### config.mk
export PLATFORM = sky130hd
export DESIGN_NAME = tns_axis_map
export DESIGN_NICKNAME = d
export VERILOG_FILES = /design/src/rtl/core/tns_pkg.sv /design/src/rtl/core/tns_axis_map.sv
export SDC_FILE = /design/constraint.sdc
export NUM_CORES = 1
export LEC_CHECK = 0
export ABC_AREA = 1
export BUFFER_PORTS_ARGS = -buffer_cell sky130_fd_sc_hd__buf_4
export CAP_MARGIN = 20
export CORE_MARGIN = 5
export CORE_UTILIZATION = 51
export CTS_CLUSTER_DIAMETER = 80
export CTS_CLUSTER_SIZE = 10
export DETAILED_ROUTE_END_ITERATION = 10
export PLACE_DENSITY = 0.78
export SLEW_MARGIN = 20
export SYNTH_ARGS = -nofsm -noshare
export SYNTH_HDL_FRONTEND = slang
export SYNTH_SLANG_ARGS = --single-unit
### constraint.sdc
create_clock -name clock -period 6.1 [get_ports clock]
set_input_delay 0.61 -clock clock [delete_from_list [all_inputs] [get_ports clock]]
set_output_delay 0.61 -clock clock [all_outputs]
set_load 0.05 [all_outputs]
### src/rtl/core/tns_pkg.sv
`timescale 1ns / 1ps
// ----------------------------------------------------------------------------
// tns_pkg
// Shared widths, codes and defaults of the nearest-neighbour texture sampler.
// ----------------------------------------------------------------------------
package tns_pkg;

   localparam int COORD_W      = 32;  // signed fixed-point u, v
   localparam int ADDR_FIELD_W = 16;  // texel index carried by a load
   localparam int RGB_W        = 24;
   localparam int CH_W         = 8;
   localparam int SIZE_W       = 11;  // width / height registers
   localparam int IDX_W        = 2 * SIZE_W;
   localparam int CSR_IDX_W    = 2;

   localparam int DEF_MAX_TEXELS = 65536;
   localparam int DEF_FRAC_BITS  = 16;

   localparam logic [CH_W-1:0] ALPHA_FULL = 8'hFF;

   typedef enum logic {
      ACTION_LOAD   = 1'b0,
      ACTION_SAMPLE = 1'b1
   } action_type;

   typedef enum logic [CSR_IDX_W-1:0] {
      CSR_TEX_WIDTH  = 2'd0,
      CSR_TEX_HEIGHT = 2'd1,
      CSR_WRAP_X     = 2'd2,
      CSR_WRAP_Y     = 2'd3
   } csr_index_type;

   typedef enum logic {
      WRAP_REPEAT = 1'b0,
      WRAP_CLAMP  = 1'b1
   } wrap_type;

endpackage

### src/rtl/core/tns_axis_map.sv
`timescale 1ns / 1ps
// ----------------------------------------------------------------------------
// tns_axis_map
// Two-stage map of one coordinate to a texel position: wrap or clamp into
// 0..1 (optionally mirrored to 1-c), then scale by the span and round half up.
// ----------------------------------------------------------------------------
module tns_axis_map
   import tns_pkg::*;
#(
   parameter int FRAC_BITS = DEF_FRAC_BITS
) (
   input  logic                      clock,
   input  logic                      enable,
   input  logic signed [COORD_W-1:0] coord,
   input  logic                      clamp,
   input  logic                      invert,
   input  logic [SIZE_W-1:0]         span,
   output logic [SIZE_W-1:0]         pos
);

   localparam int C_W    = FRAC_BITS + 1;
   localparam int PROD_W = SIZE_W + C_W;
   localparam logic [COORD_W-1:0] ONE_COORD = COORD_W'(1) << FRAC_BITS;
   localparam logic [C_W-1:0]     ONE_C     = C_W'(1) << FRAC_BITS;
   localparam logic [PROD_W-1:0]  HALF_P    = PROD_W'(1) << (FRAC_BITS - 1);

   logic             in_unit;
   logic [C_W-1:0]   wrapped;
   logic [C_W-1:0]   unit_in;
   logic [C_W-1:0]   unit_ff;
   logic [PROD_W-1:0] scaled;
   logic [SIZE_W-1:0] pos_ff;

   // stage a: bring into 0..1
   always_comb begin
      in_unit = !coord[COORD_W-1] && (coord <= ONE_COORD);
      if (in_unit) begin
         wrapped = coord[C_W-1:0];
      end else if (clamp == WRAP_CLAMP) begin
         wrapped = coord[COORD_W-1] ? '0 : ONE_C;
      end else begin
         wrapped = {1'b0, coord[FRAC_BITS-1:0]};
      end
      unit_in = invert ? (ONE_C - wrapped) : wrapped;
   end

   always_ff @(posedge clock) begin
      if (enable) begin
         unit_ff <= unit_in;
      end
   end

   // stage b: span * c + half, keep the integer part
   assign scaled = (PROD_W'(span) * PROD_W'(unit_ff)) + HALF_P;

   always_ff @(posedge clock) begin
      if (enable) begin
         pos_ff <= scaled[FRAC_BITS +: SIZE_W];
      end
   end

   assign pos = pos_ff;

endmodule

==> flow_summary.ini, run 1 <==
[synth]
synth_cells = 987
avgSynthCellArea_sq_um = 7.74
seq_area_frac_synth_pct = 11.0
ys_seq_elements = 28
synth_top_area_share_pct = 34.6
synth.cell_area_sq_mm = 0.00764
synth_nets = 1240
ys_top_cells_by_area = fa_1 35%, inv_1 13%, nand2_1 13%
yosysWarnings = 0
synth_top_area_cell = fa_1
ys_types = 37

[die]
die_height_um = 132
initial_utilization_pct = 52.4
die_area_sq_mm = 0.0175
die_width_um = 132
ios = 58
core-area_sq_mm = 0.0146
fp-row-count = 44

[global_route]
grt_pass1_wl_um = 28400
grt_pass1_vias = 6224
grt_max_degree = 32
antenna_found_initial = 0
grt-ovfl-total = 0
grt.total_usage_pct = 19.3

[outcome]
status = finished, final reports clean

[critical_path]
slowest_delay_ns = 0.58
critPathCaptureType = flop
path_class = flop to flop
path_cells = nand2_1 > inv_1 > fa_1 > inv_1 > fa_1 > fa_1 > inv_1 > fa_1 > inv_1 > fa_1 > inv_1 > ha_1 > nand2_1 > nor2_1 > inv_1 > nor2_1 > nand4_1 > nand3_1 > a31oi_1 > xor2_1
worst_ep_arrival_time_ns = 5.30
worst_path_most_repeated_cell = inv_1
critPathTopFamily = adder cells
critical_path.slowest_cell = edfxtp_1
startpoint_type = flop
worst-path-buf-inv = 6
required_ns = 6.13
cp_max_fo = 11

[cells_and_area]
area_growth_pct = 7.65
fin_cells = 1191
drive_gt1_share_pct = 8.34
diodes = 0
nNetsFinal = 1261

[placement]
place_hpwl_um = 14100
post-place-cells = 1187
place_congestion = 0.832
port-buffer-count = 57

[timing]
tightest_slew_ns = 0.535
fin_skew_ns = 0.00839
min_period_ns = 5.28
max_freq_ghz = 0.189
finalHoldViolations = 0
drv_slew = 0
whs_ns = 0.664
layout_worst_path_cycle_share_pct = 86.5
rsz0062_at_grt = false
relSlewSlack_pct = 64.3
setup_viol = 0
setup-tns-final_ns = 0

[clock_network]
cts_max_level = 1
cts_buffers = 3
path_clk_slew_ns = 0.08
post_cts_resized = 0
postCtsHoldBufs = 0
worstSkewPairLatency_ns = 0.27
clock_sinks = 28
ctsRootBufferMaster = clkbuf_16
cts_buffer_depth = 2
cts_tree = built
cts_setup_buffers = 0

[routing]
num_vias = 6032
drt_iter0_drc = 408
wl_per_cell_um = 13.9
firstDrtPassIters = 5
drc = 0
antenna_left = 0
drt-total-wl_um = 16500
via_per_inst = 5.06

[run]
drv_cap = 0

[min_path]
hold_class = input port to flop
-- stage by stage --
| stage | area, sq um | utilization [%] | setup WS [ns] |
|---|---|---|---|
| 6_report | 8220 | 56.4 | 0.821 |
| 5_1_grt | 8220 | 56.4 | 0.546 |
| 4_1_cts | 8220 | 56.4 | 0.833 |
| 3_5_place_dp | 8120 | 55.7 | 0.711 |
| 3_3_place_gp | 8120 | 55.7 | 0.821 |
| 2_1_floorplan | 7640 | - | 0.734 |
-- tightest hold or removal path: cells and delay by family --
family	cells	cell delay, ns
buffers and inverters	1	0.09
and+or+nand+nor	2	0.12
-- synth_stat cells --
master / n
ha_1: 74
o41ai_2: 1
a21oi_1: 24
a21boi_0: 1
nor2_2: 4
or2_2: 1
and3_1: 1
buf_6: 2
o21ai_0: 14
a221oi_1: 1
o21ai_2: 4
o211ai_1: 2
buf_2: 1
a21o_1: 4
nand2_4: 3
buf_12: 1
nand4_1: 7
edfxtp_1: 28
inv_2: 1
nand3b_1: 3
xnor2_1: 8
or2_1: 1
inv_1: 268
nor3_1: 3
a21oi_2: 1
o21a_1: 1
nand3_1: 17
xor2_1: 15
nand2_2: 6
nand2_1: 266
o21bai_1: 3
a31oi_1: 2
fa_1: 132
clkbuf_1: 39
nor2_1: 41
o21ai_1: 5
nor4_1: 2
-- registers in the layout (all words and copies together) (netlist names) --
signal,flops
pos,11
unit_ff,17
-- logic make-up after synthesis --
logic type	count (synthesis)	synth area share [%]
buffers and inverters	312	15.8
AND/OR/NAND/NOR	355	18.9
AO/OA/AOI/OAI	63	4.96
adder cells (fa/ha/maj)	206	46.7
XOR/XNOR	23	2.64
flip-flops	28	11.0
-- layout by cell type, fill, tap and decap left out, drive strengths merged, types with 3 or more instances in the layout --
cell and instances:
nand4 7, edfxtp 28, buf 59, fa 132
nor2 45, nor3 3, ha 74, nand3 17
o21ai 23, xor2 15, a21o 4, clkbuf 3
o21bai 3, xnor2 8, inv 269, a21oi 25
nand3b 3, nand2 275
-- layout make-up --
| class | count | area [sq um] |
|---|---|---|
| fill | 1309 | 6360 |
| multi-input combinational | 647 | 5600 |
| inverter | 269 | 1010 |
| sequential | 28 | 841 |
| timing repair buffer | 59 | 443 |
| tap | 184 | 230 |
| clock buffer | 3 | 75.1 |
| clock inverter | 1 | 30.0 |
-- worst paths after layout --
path	startpoint	endpoint	slack, ns	cells past startpoint
max	unit_ff[10]	pos[7]	0.82	20
min	coord[15]	unit_ff[15]	0.66	3
max reg2reg	unit_ff[10]	pos[7]	0.82	20
min reg2reg	unit_ff[16]	pos[10]	1.26	6
-- routing by layer --
metal | vias up | GRT usage [%] | share of wire (%)
li1 | 2913 | - | -
met1 | 2910 | 25.7 | 42
met2 | 185 | 34.1 | 51
met3 | 24 | 1.41 | 4.7
met4 | 0 | 4.81 | 1.9
met5 | - | 0 | 0
Power of run 1 is left out: the tool's default activity adds up to more than one toggle a clock period on the data nets, which glitch-free logic cannot reach.
==> inputs of run 2 (changes only) <==
CORE_MARGIN = 3   (was 5)
clock period = 6.4 ns   (was 6.1 ns; I/O delays follow)
==> run 2 against run 1 <==
Global-route usage increased by 1.2 points; first-iteration DRC count increased by 8.6%; sequential share of layout area about the same; critical path depth decreased by 1; setup slack improved by 0.35 ns; wire length decreased by 2.3%; non-clock buffer count decreased by 2; clock skew decreased by 0.0034 ns; fmax increased by 0.95%.
==> flow_summary.ini, run 2 (synthesized netlist as in run 1, its figures left out) <==
[clock_network]
cts_tree = built
cts_buffers = 3
clock_sinks = 28
cts_max_level = 1
cts_buffer_depth = 2
postCtsHoldBufs = 0
ctsRootBufferMaster = clkbuf_16
cts_setup_buffers = 0
path_clk_slew_ns = 0.08
post_cts_resized = 0
worstSkewPairLatency_ns = 0.27

[critical_path]
required_ns = 6.43
r2r_slack_ns = 1.17
worst_ep_arrival_time_ns = 5.26
critPathTopFamily = adder cells
cp_max_fo = 11
startpoint_type = flop
path_class = flop to flop
critPathCaptureType = flop
r2r_end = pos[9]
worst-path-stages = 19
worst-path-buf-inv = 4
worst_path_most_repeated_cell = fa_1
path_cells = nand2_1 > fa_1 > inv_1 > fa_1 > fa_1 > fa_1 > inv_1 > fa_1 > inv_1 > ha_1 > a21oi_1 > inv_1 > a21oi_1 > o21ai_0 > nand2_1 > nand3_1 > nand2_1 > nand3_1 > xor2_1
critical_path.slowest_cell = edfxtp_1
crit_end = pos[9]
r2r_cells = 19
slowest_delay_ns = 0.65
crit_start = unit_ff[5]
timing.rr.start = unit_ff[5]

[cells_and_area]
final_common_cell = inv_1
drive_gt1_share_pct = 8.16
finish.utilization_pct = 56.3
nNetsFinal = 1259
diodes = 0
area_growth_pct = 7.45
largest_register_ffs = 17
final_cell_mix = 268 x inv_1, 266 x nand2_1, 132 x fa_1, 74 x ha_1, 57 x buf_4
largest-register = unit_ff

[die]
core-area_sq_mm = 0.0146
die_width_um = 128
die_area_sq_mm = 0.0165
fp-row-count = 44
initial_utilization_pct = 52.4
ios = 58
die_height_um = 128

[timing]
fin_skew_ns = 0.00497
min_period_ns = 5.23
worst_slack_ns = 1.17
layout_worst_path_cycle_share_pct = 81.7
setup-tns-final_ns = 0
setup_viol = 0
tightest_slew_ns = 0.546
max_freq_ghz = 0.191
rsz0062_at_grt = false
drv_slew = 0
relSlewSlack_pct = 63.6
finalHoldViolations = 0

[placement]
place_congestion = 0.873
place_hpwl_um = 13700
dp_slack_ns = 0.998
port-buffer-count = 57

[routing]
drt_iter0_drc = 443
firstDrtPassIters = 5
drc = 0
antenna_left = 0
wl_per_cell_um = 13.6
via_per_inst = 5.07
drt-total-wl_um = 16100
num_vias = 6034

[global_route]
grt_pass1_vias = 6071
antenna_found_initial = 0
grt.total_usage_pct = 20.5
grt_max_degree = 32
grt-ovfl-total = 0
grt_pass1_wl_um = 27900

[min_path]
hold_class = input port to flop

[run]
drv_cap = 0

[outcome]
status = finished, final reports clean
run 2: changes by cell type in the layout (fill, tap and decap cells not counted), sizes merged:
cell  delta
buf      -2
run 2: worst register-to-register path, cell delays in order (launching register included):
cell and delay (ns):
edfxtp_1 0.65, nand2_1 0.17, fa_1 0.56, inv_1 0.05, fa_1 0.46, fa_1 0.53, fa_1 0.54, inv_1 0.05
fa_1 0.53, inv_1 0.04, ha_1 0.32, a21oi_1 0.21, inv_1 0.06, a21oi_1 0.16, o21ai_0 0.11, nand2_1 0.07
nand3_1 0.15, nand2_1 0.11, nand3_1 0.08, xor2_1 0.14
run 2: layout make-up:
class                      count  area [sq um]
fill                        1314          6380
timing repair buffer          57           428
clock buffer                   3          75.1
tap                          184           230
multi-input combinational    647          5600
clock inverter                 1          30.0
sequential                    28           841
inverter                     269          1010
run 2: metrics by stage:
| step | std cells | hold WS [ns] | cell area, sq um |
|---|---|---|---|
| floorplan | 987 | 0.752 | 7640 |
| global placement | 1185 | 0.996 | 8100 |
| detailed placement | 1185 | 0.995 | 8100 |
| CTS | 1189 | 0.715 | 8210 |
| global route | 1189 | 0.719 | 8210 |
| finish | 1189 | 0.719 | 8210 |
run 2: layer usage:
layer	GRT usage, %	up-vias	part of all wire (%)	routed length, um
li1	-	2913	-	-
met1	28.2	2908	42	6760
met2	36.5	195	51	8280
met3	0.955	18	5.4	872
met4	3.81	0	1.4	221
met5	0	-	0	0
run 2: worst min path at each step:
stage                   to  slack [ns]  startpoint  cells past startpoint
6_report        unit_ff[7]        0.72    coord[7]                      2
3_5_place_dp   unit_ff[15]         1.0   coord[15]                      3
5_1_grt        unit_ff[15]        0.72   coord[15]                      3
2_1_floorplan       pos[0]        0.75      enable                      0
4_1_cts        unit_ff[15]        0.72   coord[15]                      3
3_3_place_gp   unit_ff[15]         1.0   coord[15]                      3
Power of run 2 is left out for the same reason.
==> inputs of run 3 (changes only) <==
PLACE_DENSITY = 0.81   (was 0.78)
clock period = 4.5 ns   (was 6.4 ns; I/O delays follow)
==> run 3 against run 2 <==
The run now ends with negative setup slack left; global-route usage rose by 1.8 points; setup slack got worse by 1.5 ns; core utilization grew 9.3 points; die area unchanged; clock skew up 0.0014 ns; sequential share of layout area fell by 1.5 points; non-clock buffer count grew 103; first-iteration DRC count is 17% lower.
==> flow_summary.ini, run 3 (synthesized netlist as in run 1, its figures left out) <==
[timing]
drv_slew = 0
rsz0062_at_grt = true
whs_ns = 0.507
relSlewSlack_pct = 72.3
setup_viol = 11
layout_worst_path_cycle_share_pct = 107
max_freq_ghz = 0.208
worst_slack_ns = -0.319
tightest_slew_ns = 0.412
finalHoldViolations = 0
fin_skew_ns = 0.00634
min_period_ns = 4.82

[clock_network]
postCtsHoldBufs = 0
cts_max_level = 1
cts_tree = built
cts_buffers = 3
worstSkewPairLatency_ns = 0.28
path_clk_slew_ns = 0.08
cts_buffer_depth = 2
clock_sinks = 28
ctsRootBufferMaster = clkbuf_16

[min_path]
hold_class = input port to flop

[die]
fp-row-count = 44
initial_utilization_pct = 52.4
ios = 58
core-area_sq_mm = 0.0146
die_area_sq_mm = 0.0165
die_height_um = 128
die_width_um = 128

[routing]
wl_per_cell_um = 14.2
drt-total-wl_um = 18400
drt_iter0_drc = 367
num_vias = 6582
antenna_left = 0
drc = 0
firstDrtPassIters = 7
via_per_inst = 5.09

[global_route]
grt_max_degree = 32
grt_pass1_vias = 6766
grt_pass1_wl_um = 30100
grt.total_usage_pct = 22.3
antenna_found_initial = 0
grt-ovfl-total = 0

[critical_path]
slowest_delay_ns = 0.55
critPathTopFamily = adder cells
path_cells = buf_4 > buf_4 > nand2_1 > inv_1 > fa_1 > inv_1 > fa_1 > fa_1 > inv_1 > fa_1 > ha_1 > ha_4 > nand2_1 > nor2_2 > inv_1 > nor2_2 > nand4_1 > nand3_2 > a31oi_2 > xor2_1
required_ns = 4.54
worst_ep_arrival_time_ns = 4.85
cp_max_fo = 5
worst-path-buf-inv = 6
path_class = flop to flop
startpoint_type = flop
critical_path.slowest_cell = fa_1
critPathCaptureType = flop

[cells_and_area]
final_cell_mix = 254 x inv_1, 241 x nand2_1, 144 x buf_4, 116 x fa_1, 59 x ha_1
diodes = 0
largest_register_ffs = 17
nNetsFinal = 1362
final_common_cell = inv_1
drive_gt1_share_pct = 25.9
area_growth_pct = 25.2
largest-register = unit_ff

[outcome]
status = finished with violations
failed_checks = negative setup slack

[placement]
place_congestion = 0.868
place_hpwl_um = 14800
port-buffer-count = 57

[run]
drv_cap = 0
## run 3: per-stage QoR
step / utilization [%] / setup WS [ns] / cell area, sq um / setup TNS (ns) / instances
global placement: 61.4 / -0.378 / 8960 / -3.13 / 1262
global route: 65.6 / -0.479 / 9570 / -4.08 / 1292
finish: 65.6 / -0.319 / 9570 / -2.40 / 1292
floorplan: - / -0.232 / 8120 / -1.09 / 987
CTS: 63.3 / -0.281 / 9230 / -1.93 / 1276
detailed placement: 61.4 / -0.467 / 8960 / -4.02 / 1262
## run 3: tightest hold or removal path: stages
cell and delay [ns]:
buf_4 0.09, nand3_1 0.06, nand2_1 0.07
## run 3: final cells by class
| cell class | instances | area [sq um] |
|---|---|---|
| Clock buffer | 3 | 75.1 |
| Sequential cell | 28 | 841 |
| Tap cell | 184 | 230 |
| Inverter | 269 | 1010 |
| Clock inverter | 1 | 30.0 |
| Multi-Input combinational cell | 647 | 6100 |
| Fill cell | 1138 | 5020 |
| Timing Repair Buffer | 160 | 1280 |
## run 3: per-layer routing
layer	GRT usage, %	up-vias	routed length (um)
met3	1.62	42	743
met1	28.0	3222	7270
met2	40.9	194	9870
met4	7.24	0	475
met5	0	-	0
li1	-	3124	-
## run 3: what timing repair did
item | 4_1_cts | 5_1_grt
resized for setup | 30 | 47
setup buffers | 10 | 16
setup endpoints to repair | 11 | 11
pin swaps | 13 | 49
## run 3: final timing paths
check              start          end  slack (ns)  depth (start not counted)
max          unit_ff[11]       pos[7]       -0.32                         20
min            coord[15]  unit_ff[15]        0.51                          3
max reg2reg  unit_ff[11]       pos[7]       -0.32                         20
min reg2reg  unit_ff[16]      pos[10]        1.37                          6
Power of run 3 is left out for the same reason.
